### src/rtl/sclp_pkg.sv
`timescale 1ns / 1ps

package sclp_pkg;

    // Line buffer capacity in characters; the line ends at capacity minus one.
    localparam int LINE_CAPACITY = 32;
    localparam int LEN_W         = $clog2(LINE_CAPACITY);

    // Number of keywords and the longest keyword slot.
    localparam int KW_COUNT = 5;
    localparam int KW_SLOTS = 8;

    // Character codes with a special meaning.
    localparam logic [7:0] CH_NUL   = 8'h00;
    localparam logic [7:0] CH_LF    = 8'h0a;
    localparam logic [7:0] CH_CR    = 8'h0d;
    localparam logic [7:0] CH_ESC   = 8'h1b;
    localparam logic [7:0] CH_SPACE = 8'h20;
    localparam logic [7:0] CH_COLON = 8'h3a;
    localparam logic [7:0] CH_ZERO  = 8'h30;
    localparam logic [7:0] CH_ONE   = 8'h31;
    localparam logic [7:0] CH_FIVE  = 8'h35;
    localparam logic [7:0] CH_NINE  = 8'h39;
    localparam logic [7:0] CH_UP_A  = 8'h41;
    localparam logic [7:0] CH_UP_P  = 8'h50;
    localparam logic [7:0] CH_LO_A  = 8'h61;
    localparam logic [7:0] CH_LO_Z  = 8'h7a;
    localparam logic [7:0] CASE_GAP = 8'h20;

    // Length of the time string "set hh:mm:ss A".
    localparam int TIME_LINE_LEN = 14;

    // Result codes.
    typedef enum logic [2:0] {
        KIND_UNKNOWN   = 3'd0,
        KIND_TRACE_ON  = 3'd1,
        KIND_TRACE_OFF = 3'd2,
        KIND_SET       = 3'd3,
        KIND_BAD_TIME  = 3'd4,
        KIND_GET       = 3'd5,
        KIND_RESET     = 3'd6
    } kind_t;

    // Keyword table, tested in index order: TRON, TROFF, SET, GET, RESET.
    localparam logic [7:0] KW_TEXT [KW_COUNT][KW_SLOTS] = '{
        '{"T", "R", "O", "N", 8'h00, 8'h00, 8'h00, 8'h00},
        '{"T", "R", "O", "F", "F",   8'h00, 8'h00, 8'h00},
        '{"S", "E", "T", 8'h00, 8'h00, 8'h00, 8'h00, 8'h00},
        '{"G", "E", "T", 8'h00, 8'h00, 8'h00, 8'h00, 8'h00},
        '{"R", "E", "S", "E", "T",   8'h00, 8'h00, 8'h00}
    };
    localparam logic [2:0] KW_LEN [KW_COUNT] = '{3'd4, 3'd5, 3'd3, 3'd3, 3'd5};
    localparam kind_t KW_KIND [KW_COUNT] =
        '{KIND_TRACE_ON, KIND_TRACE_OFF, KIND_SET, KIND_GET, KIND_RESET};

    // Running match state of the current line.
    typedef struct packed {
        logic [LEN_W-1:0]    len;
        logic [KW_COUNT-1:0] alive;
        logic [KW_COUNT-1:0] hit;
        logic                fmt_ok;
        logic [5:0][3:0]     digits;
        logic                pm;
    } line_state_t;

    // State of an empty line.
    function automatic line_state_t line_clear();
        line_state_t s;
        s.len    = '0;
        s.alive  = '1;
        s.hit    = '0;
        s.fmt_ok = 1'b1;
        s.digits = '0;
        s.pm     = 1'b0;
        return s;
    endfunction

endpackage

### src/rtl/serial_command_line_parser_unit.sv
`timescale 1ns / 1ps

// Timing: a character is registered on transfer, and its result is registered when the
// input stage advances, which waits while a held result has not yet been taken.
// Throughput: one character per cycle while the output is not stalled; the per-character
// update of the line state is the only loop.
// Reset: rst_n clears the line state to an empty line and empties both stages.
module serial_command_line_parser_unit (
    input  logic       clk,
    input  logic       rst_n,
    input  logic       in_valid,
    output logic       in_ready,
    input  logic [7:0] char_code,
    output logic       out_valid,
    input  logic       out_ready,
    output logic [2:0] result_kind,
    output logic [6:0] seconds_bcd,
    output logic [6:0] minutes_bcd,
    output logic [6:0] hours_word
);

    localparam int LW = sclp_pkg::LEN_W;

    // Input stage.
    logic       in_valid_reg;
    logic [7:0] char_reg;

    // Line state.
    sclp_pkg::line_state_t state_reg;
    sclp_pkg::line_state_t state_next;
    sclp_pkg::line_state_t taken;
    sclp_pkg::line_state_t fin_src;

    // Output stage.
    logic            out_valid_reg;
    sclp_pkg::kind_t kind_reg;
    logic [6:0]      seconds_reg;
    logic [6:0]      minutes_reg;
    logic [6:0]      hours_reg;

    logic                          advance;
    logic                          is_term;
    logic                          is_esc;
    logic                          is_last;
    logic                          emit;
    logic [7:0]                    up_char;
    logic                          pos_ok;
    logic [sclp_pkg::KW_COUNT-1:0] hits;
    sclp_pkg::kind_t               kind_next;
    logic                          time_ok;
    logic [6:0]                    seconds_next;
    logic [6:0]                    minutes_next;
    logic [6:0]                    hours_next;

    // Handshake: the input stage moves on whenever the output stage can take a transfer.
    assign advance   = in_valid_reg && (!out_valid_reg || out_ready);
    assign in_ready  = !in_valid_reg || advance;
    assign out_valid = out_valid_reg;

    assign result_kind = kind_reg;
    assign seconds_bcd = seconds_reg;
    assign minutes_bcd = minutes_reg;
    assign hours_word  = hours_reg;

    // Character classes.
    assign is_term = (char_reg == sclp_pkg::CH_CR) || (char_reg == sclp_pkg::CH_LF)
                  || (char_reg == sclp_pkg::CH_NUL);
    assign is_esc  = (char_reg == sclp_pkg::CH_ESC);
    assign up_char = (char_reg >= sclp_pkg::CH_LO_A && char_reg <= sclp_pkg::CH_LO_Z)
                   ? char_reg - sclp_pkg::CASE_GAP : char_reg;

    // Take one character into the running match state.
    always_comb
    begin
        taken  = state_reg;
        pos_ok = 1'b1;
        for (int k = 0; k < sclp_pkg::KW_COUNT; k++)
        begin
            if (state_reg.len < LW'(sclp_pkg::KW_LEN[k]))
            begin
                if (up_char != sclp_pkg::KW_TEXT[k][state_reg.len[2:0]])
                begin
                    taken.alive[k] = 1'b0;
                end
            end
            else if (state_reg.len == LW'(sclp_pkg::KW_LEN[k]))
            begin
                if (state_reg.alive[k] && char_reg == sclp_pkg::CH_SPACE)
                begin
                    taken.hit[k] = 1'b1;
                end
                taken.alive[k] = 1'b0;
            end
        end
        unique case (state_reg.len)
            LW'(3), LW'(12):
            begin
                pos_ok = (char_reg == sclp_pkg::CH_SPACE);
            end
            LW'(6), LW'(9):
            begin
                pos_ok = (char_reg == sclp_pkg::CH_COLON);
            end
            LW'(4):
            begin
                pos_ok = char_reg >= sclp_pkg::CH_ZERO && char_reg <= sclp_pkg::CH_ONE;
                taken.digits[0] = char_reg[3:0];
            end
            LW'(5):
            begin
                pos_ok = char_reg >= sclp_pkg::CH_ZERO && char_reg <= sclp_pkg::CH_NINE;
                taken.digits[1] = char_reg[3:0];
            end
            LW'(7):
            begin
                pos_ok = char_reg >= sclp_pkg::CH_ZERO && char_reg <= sclp_pkg::CH_FIVE;
                taken.digits[2] = char_reg[3:0];
            end
            LW'(8):
            begin
                pos_ok = char_reg >= sclp_pkg::CH_ZERO && char_reg <= sclp_pkg::CH_NINE;
                taken.digits[3] = char_reg[3:0];
            end
            LW'(10):
            begin
                pos_ok = char_reg >= sclp_pkg::CH_ZERO && char_reg <= sclp_pkg::CH_FIVE;
                taken.digits[4] = char_reg[3:0];
            end
            LW'(11):
            begin
                pos_ok = char_reg >= sclp_pkg::CH_ZERO && char_reg <= sclp_pkg::CH_NINE;
                taken.digits[5] = char_reg[3:0];
            end
            LW'(13):
            begin
                pos_ok   = (char_reg == sclp_pkg::CH_UP_A) || (char_reg == sclp_pkg::CH_UP_P);
                taken.pm = (char_reg == sclp_pkg::CH_UP_P);
            end
            default:
            begin
                pos_ok = 1'b1;
            end
        endcase
        taken.fmt_ok = state_reg.fmt_ok & pos_ok;
        taken.len    = state_reg.len + LW'(1);
    end

    // A line yields a result on a terminator if it is not empty, or when the taken character fills it to the limit.
    assign is_last = !is_term && !is_esc && (taken.len == LW'(sclp_pkg::LINE_CAPACITY - 1));
    assign emit    = (is_term && state_reg.len != '0) || is_last;
    assign fin_src = is_term ? state_reg : taken;

    // Classify the finished line and pack the time fields.
    always_comb
    begin
        hits      = fin_src.hit;
        kind_next = sclp_pkg::KIND_UNKNOWN;
        for (int k = 0; k < sclp_pkg::KW_COUNT; k++)
        begin
            if (fin_src.alive[k] && fin_src.len == LW'(sclp_pkg::KW_LEN[k]))
            begin
                hits[k] = 1'b1;
            end
        end
        for (int k = sclp_pkg::KW_COUNT - 1; k >= 0; k--)
        begin
            if (hits[k])
            begin
                kind_next = sclp_pkg::KW_KIND[k];
            end
        end
        time_ok = fin_src.fmt_ok && fin_src.len == LW'(sclp_pkg::TIME_LINE_LEN)
               && !(fin_src.digits[0] == 4'd0 && fin_src.digits[1] == 4'd0)
               && !(fin_src.digits[0] == 4'd1 && fin_src.digits[1] > 4'd2);
        seconds_next = '0;
        minutes_next = '0;
        hours_next   = '0;
        if (kind_next == sclp_pkg::KIND_SET)
        begin
            if (time_ok)
            begin
                seconds_next = {fin_src.digits[4][2:0], fin_src.digits[5]};
                minutes_next = {fin_src.digits[2][2:0], fin_src.digits[3]};
                hours_next   = {fin_src.digits[0][2:0], fin_src.digits[1]}
                             | {1'b1, fin_src.pm, 5'b0};
            end
            else
            begin
                kind_next = sclp_pkg::KIND_BAD_TIME;
            end
        end
    end

    // Next line state.
    always_comb
    begin
        state_next = state_reg;
        if (advance)
        begin
            if (is_term || is_esc || is_last)
            begin
                state_next = sclp_pkg::line_clear();
            end
            else
            begin
                state_next = taken;
            end
        end
    end

    // Control registers.
    always_ff @(posedge clk or negedge rst_n)
    begin
        if (!rst_n)
        begin
            in_valid_reg  <= 1'b0;
            out_valid_reg <= 1'b0;
            state_reg     <= sclp_pkg::line_clear();
        end
        else
        begin
            if (in_ready)
            begin
                in_valid_reg <= in_valid;
            end
            if (advance)
            begin
                out_valid_reg <= emit;
            end
            else if (out_ready)
            begin
                out_valid_reg <= 1'b0;
            end
            state_reg <= state_next;
        end
    end

    // Payload registers.
    always_ff @(posedge clk)
    begin
        if (in_valid && in_ready)
        begin
            char_reg <= char_code;
        end
        if (advance && emit)
        begin
            kind_reg    <= kind_next;
            seconds_reg <= seconds_next;
            minutes_reg <= minutes_next;
            hours_reg   <= hours_next;
        end
    end

`ifndef ASSERT_OFF
    // A result always starts a fresh, empty line.
    assert property (@(posedge clk) disable iff (!rst_n)
        advance && emit |=> state_reg.len == '0 && state_reg.alive == '1)
        else $error("line state not cleared after a result");

    // An escape clears the line and yields no result.
    assert property (@(posedge clk) disable iff (!rst_n)
        advance && is_esc |=> state_reg.len == '0 && !out_valid_reg)
        else $error("escape did not clear the line");

    // The line never reaches the capacity limit in storage.
    assert property (@(posedge clk) disable iff (!rst_n)
        state_reg.len < LW'(sclp_pkg::LINE_CAPACITY - 1))
        else $error("line length overran the limit");

    // Time fields are zero unless a valid time was set.
    assert property (@(posedge clk) disable iff (!rst_n)
        out_valid_reg && kind_reg != sclp_pkg::KIND_SET
        |-> seconds_reg == '0 && minutes_reg == '0 && hours_reg == '0)
        else $error("time fields set on a non-time result");

    // A valid time always carries the 12-hour mode flag.
    assert property (@(posedge clk) disable iff (!rst_n)
        out_valid_reg && kind_reg == sclp_pkg::KIND_SET |-> hours_reg[6])
        else $error("12-hour flag missing");
`endif

endmodule
### config.mk
export PLATFORM = sky130hd
export DESIGN_NAME = serial_command_line_parser_unit
export DESIGN_NICKNAME = d
export VERILOG_FILES = /design/src/rtl/sclp_pkg.sv /design/src/rtl/serial_command_line_parser_unit.sv
export SDC_FILE = /design/constraint.sdc
export NUM_CORES = 1
export LEC_CHECK = 0
export BUFFER_PORTS_ARGS = -buffer_cell sky130_fd_sc_hd__buf_2
export CELL_PAD_IN_SITES_DETAIL_PLACEMENT = 1
export CELL_PAD_IN_SITES_GLOBAL_PLACEMENT = 1
export CORE_UTILIZATION = 42
export DETAILED_ROUTE_END_ITERATION = 8
export PLACE_DENSITY_LB_ADDON = 0.1
export RECOVER_POWER = 25
export SKIP_LAST_GASP = 1
export SLEW_MARGIN = 40
export SYNTH_ARGS = -nofsm -noshare
export SYNTH_HDL_FRONTEND = slang
export SYNTH_SLANG_ARGS = --single-unit
### constraint.sdc
create_clock -name clk -period 2.8 [get_ports clk]
set_clock_uncertainty 0.1 [all_clocks]
set_input_delay 0 -clock clk [delete_from_list [all_inputs] [get_ports clk]]
set_output_delay 0 -clock clk [all_outputs]
set_load 0.02 [all_outputs]
==> summary.md <==
| Metric | Value |
|---|---|
| Routed WL | `18600 µm` |
| Critical Path RT | `about 2.9 ns` |
| Post-synthesis sequential area ratio | `0.414` |
| Flip-flop count of the largest register after layout | `39` |
| Compound-Gate Fraction of Synth Area | `0.226` |
| Routed len/inst | `22.3 µm` |
| Max IR drop VDD | `between 0.5 and 0.6 mV` |
| Number of primary I/O pins | `38` |
| DRC viols | `0` |
| Synth async-reset ratio | `0.562` |
| Clock slew at reported path FFs | `~0.06 ns` |
| GPL Wtd Cong | `approximately 0.94` |
| Final period util | `1.13` |
| Initial Util | `0.437` |
| Crit Path Max Fanout | `10` |
| Post-synth top area share | `0.199` |
| Critical path type | `flop to flop` |
| Total gr overflow | `0` |
| Post-synth top cells | `nand2_1 (79), nor2_1 (47), clkbuf_1 (36), dfrtp_1 (35), edfxtp_1 (32)` |
| Max Freq | `about 320 MHz` |
| CTS sink count | `73` |
| Number of synthesized flops with an enable pin | `32` |
| Placed Instances | `just under 800` |
| Core area | `about 11000 µm²` |
| Chip height | `around 110 µm` |
| Via count | `roughly 5100` |
| FF+latch count, synth | `73` |
| CTS tree | `yes` |
| Most used DFF post-synth | `dfrtp_1` |
| Root Buffer | `clkbuf_16` |
| Antenna violations before repair | `0` |
| Failing checks | `capacitance limit, slew limit, setup timing` |
| Std-Cell Rows | `38` |
| Worst Tran Pin Value | `between 2 and 2.5 ns` |
| Crit end category | `flop` |
| Max clock buf depth | `2` |
| Main combinational cell family by area after synthesis | `simple AND/OR/NAND/NOR gates` |
| Nets@finish | `about 710` |
| Detail Route Antenna Nets | `0` |
| DIE AREA | `11900 µm²` |
| Outcome | `finished with violations` |
| Most instantiated library cell after synthesis | `nand2_1` |
| Crit start category | `flop` |
| IO buf count | `37` |
| Syn nets | `roughly 580` |
| Die W | `109 µm` |
| TritonCTS Buffers | `9` |
| N_diodes | `0` |
| Pwr/cell area | `~840 nW/µm²` |
| Xor/xnor share of the synthesized area | `0.0254` |
| Slew margin rel. | `-0.630` |
| Final worst slack | `-0.369 ns` |
| HP Class | `primary input to flop` |
| Syn avg cell area | `between 8 and 9 µm²` |
| CP Data Arrival Time | `~3.3 ns` |
| Post-Synthesis Cell Area | `4820 µm²` |
| Largest net degree at the start of global routing | `42` |
| Detail Placement HPWL | `~12000 µm` |
| Vias in the first global route | `between 5000 and 6000` |
| Synth warnings | `0` |
| Share of layout cells above drive strength 1 | `0.348` |
| Drt first pass iters | `5` |
| Mux cell area share after synthesis | `0.00234` |
| Placed instance area | `approximately 5800 µm²` |
| CTS H-Tree Depth | `3` |
| Syn-to-layout area delta | `37.8%` |
| Non-Filler Instances | `830` |
| Global-route wire length before repair | `roughly 29000 µm` |
| Worst slack, placed | `-0.394 ns` |
| Leakage | `around 0.0027 µW` |
| Total track usage | `0.322` |
| Synth top area cells | `edfxtp_1 (20%), dfrtp_1 (18%), nand2_1 (6.1%)` |
| Max Cap Viol | `1` |
| Final setup viols | `24` |
| Slew Limit Fails | `42` |
| Area leader, netlist | `edfxtp_1` |
| Clk_lat worst skew | `~0.35 ns` |
| Final Critical Period | `between 3 and 4 ns` |
| Cells after Synth | `around 550` |
| Initial DRC Count | `347` |
| Hold Vio Cnt, Final | `0` |
| Finished Cell Area | `around 6600 µm²` |
| Area share of and/or/nand/nor cells after synthesis | `0.255` |
| Post-synthesis adder-cell area fraction | `0.0259` |
| Vias per cell | `just over 6` |
| Yosys cell types | `74` |
| RSZ-0062 raised after global routing | `true` |
-- metrics by stage --
step | hold WS (ns) | utilization | power (µW) | TNS (ns)
after floorplan | -0.396 | - | 3030 | -2.42
after global placement | 0.0775 | 0.527 | 3990 | -4.39
after detailed placement | -0.0559 | 0.527 | 4120 | -6.30
after CTS | 0.116 | 0.590 | 5420 | -4.84
after global routing | 0.262 | 0.603 | 5880 | -11.87
final | 0.257 | 0.603 | 5580 | -7.64
-- power breakdown --
| group | internal (µW) | switching [µW] | total, µW |
|---|---|---|---|
| Combinational | 1190 | 1570 | 2760 |
| Sequential | 1390 | 259 | 1650 |
| Clock | 703 | 471 | 1170 |
| Total | 3280 | 2300 | 5580 |
-- layout make-up --
cell class / count / area, µm²
tap: 140 / 175
fill: 1272 / 4380
clock buffer: 13 / 282
inverter: 12 / 45.0
multi-input combinational: 423 / 2850
timing repair buffer: 166 / 1280
clock inverter: 3 / 21.3
sequential: 73 / 1990
-- critical path, cell delays in order, from the launching register on --
cell and delay [ns]:
edfxtp_1 0.46, or4_4 0.62, a31o_1 0.23, buf_4 0.19, nor2_1 0.23, o211ai_1 0.13, o211ai_1 0.32, o311a_4 0.28
nand3_4 0.13, buf_8 0.19, a21oi_4 0.12
-- cell usage in the layout (no fill, tap or decap), types with 4 or more instances in the layout --
cell type / instances
nand2b_1: 17
nand2_1: 79
dfstp_2: 6
or3_1: 4
o31ai_1: 8
inv_1: 8
and3_1: 6
edfxtp_1: 32
nor2b_1: 6
nand4_1: 12
and2_1: 5
dlygate4sd3_1: 12
a22oi_1: 4
a32o_1: 14
nor2_1: 45
a21oi_4: 6
buf_12: 4
o21ai_2: 5
nor3_1: 13
a31oi_1: 5
a21oi_2: 13
xnor2_1: 7
buf_4: 105
nor4_1: 5
xor2_1: 7
o21ai_0: 23
clkbuf_16: 11
ha_1: 8
nand3_1: 25
a21oi_1: 20
dfrtp_1: 35
nor2_2: 4
buf_6: 6
buf_2: 36
-- repair_timing --
action / in CTS / in global routing
cloned: 2 / 1
hold buffers: 12 / 0
setup endpoints to repair: 40 / 71
buffers inserted: 8 / 5
resized for setup: 35 / 31
hold endpoints to repair: 51 / 0
pin swaps: 14 / 18
-- metal layers --
metal	GRT usage	wire length, µm	part of all wire
met4	0.173	850	0.046
met5	0	0	0
met2	0.573	9410	0.51
met3	0.0502	839	0.045
met1	0.367	7450	0.40
-- cell families after synthesis --
logic type,Yosys count
AND/OR/NAND/NOR,249
AO/OA/AOI/OAI,149
flip-flops,73
buffers and inverters,58
XOR/XNOR,14
adder cells (fa/ha/maj),10
multiplexers,1
-- worst paths after layout --
check	startpoint	endpoint	slack, ns	cells after the start
max	char_reg[0]	hours_word[4]	-0.37	10
min	char_code[4]	char_reg[4]	0.26	2
max reg2reg	char_reg[0]	hours_word[4]	-0.37	10
min reg2reg	state_reg[13]	state_reg[13]	0.38	2
max in group asynchronous	rst_n	state_reg[29]	0.35	2
min in group asynchronous	rst_n	state_reg[7]	0.85	2
No activity file was read; power rests on OpenSTA's default activity.
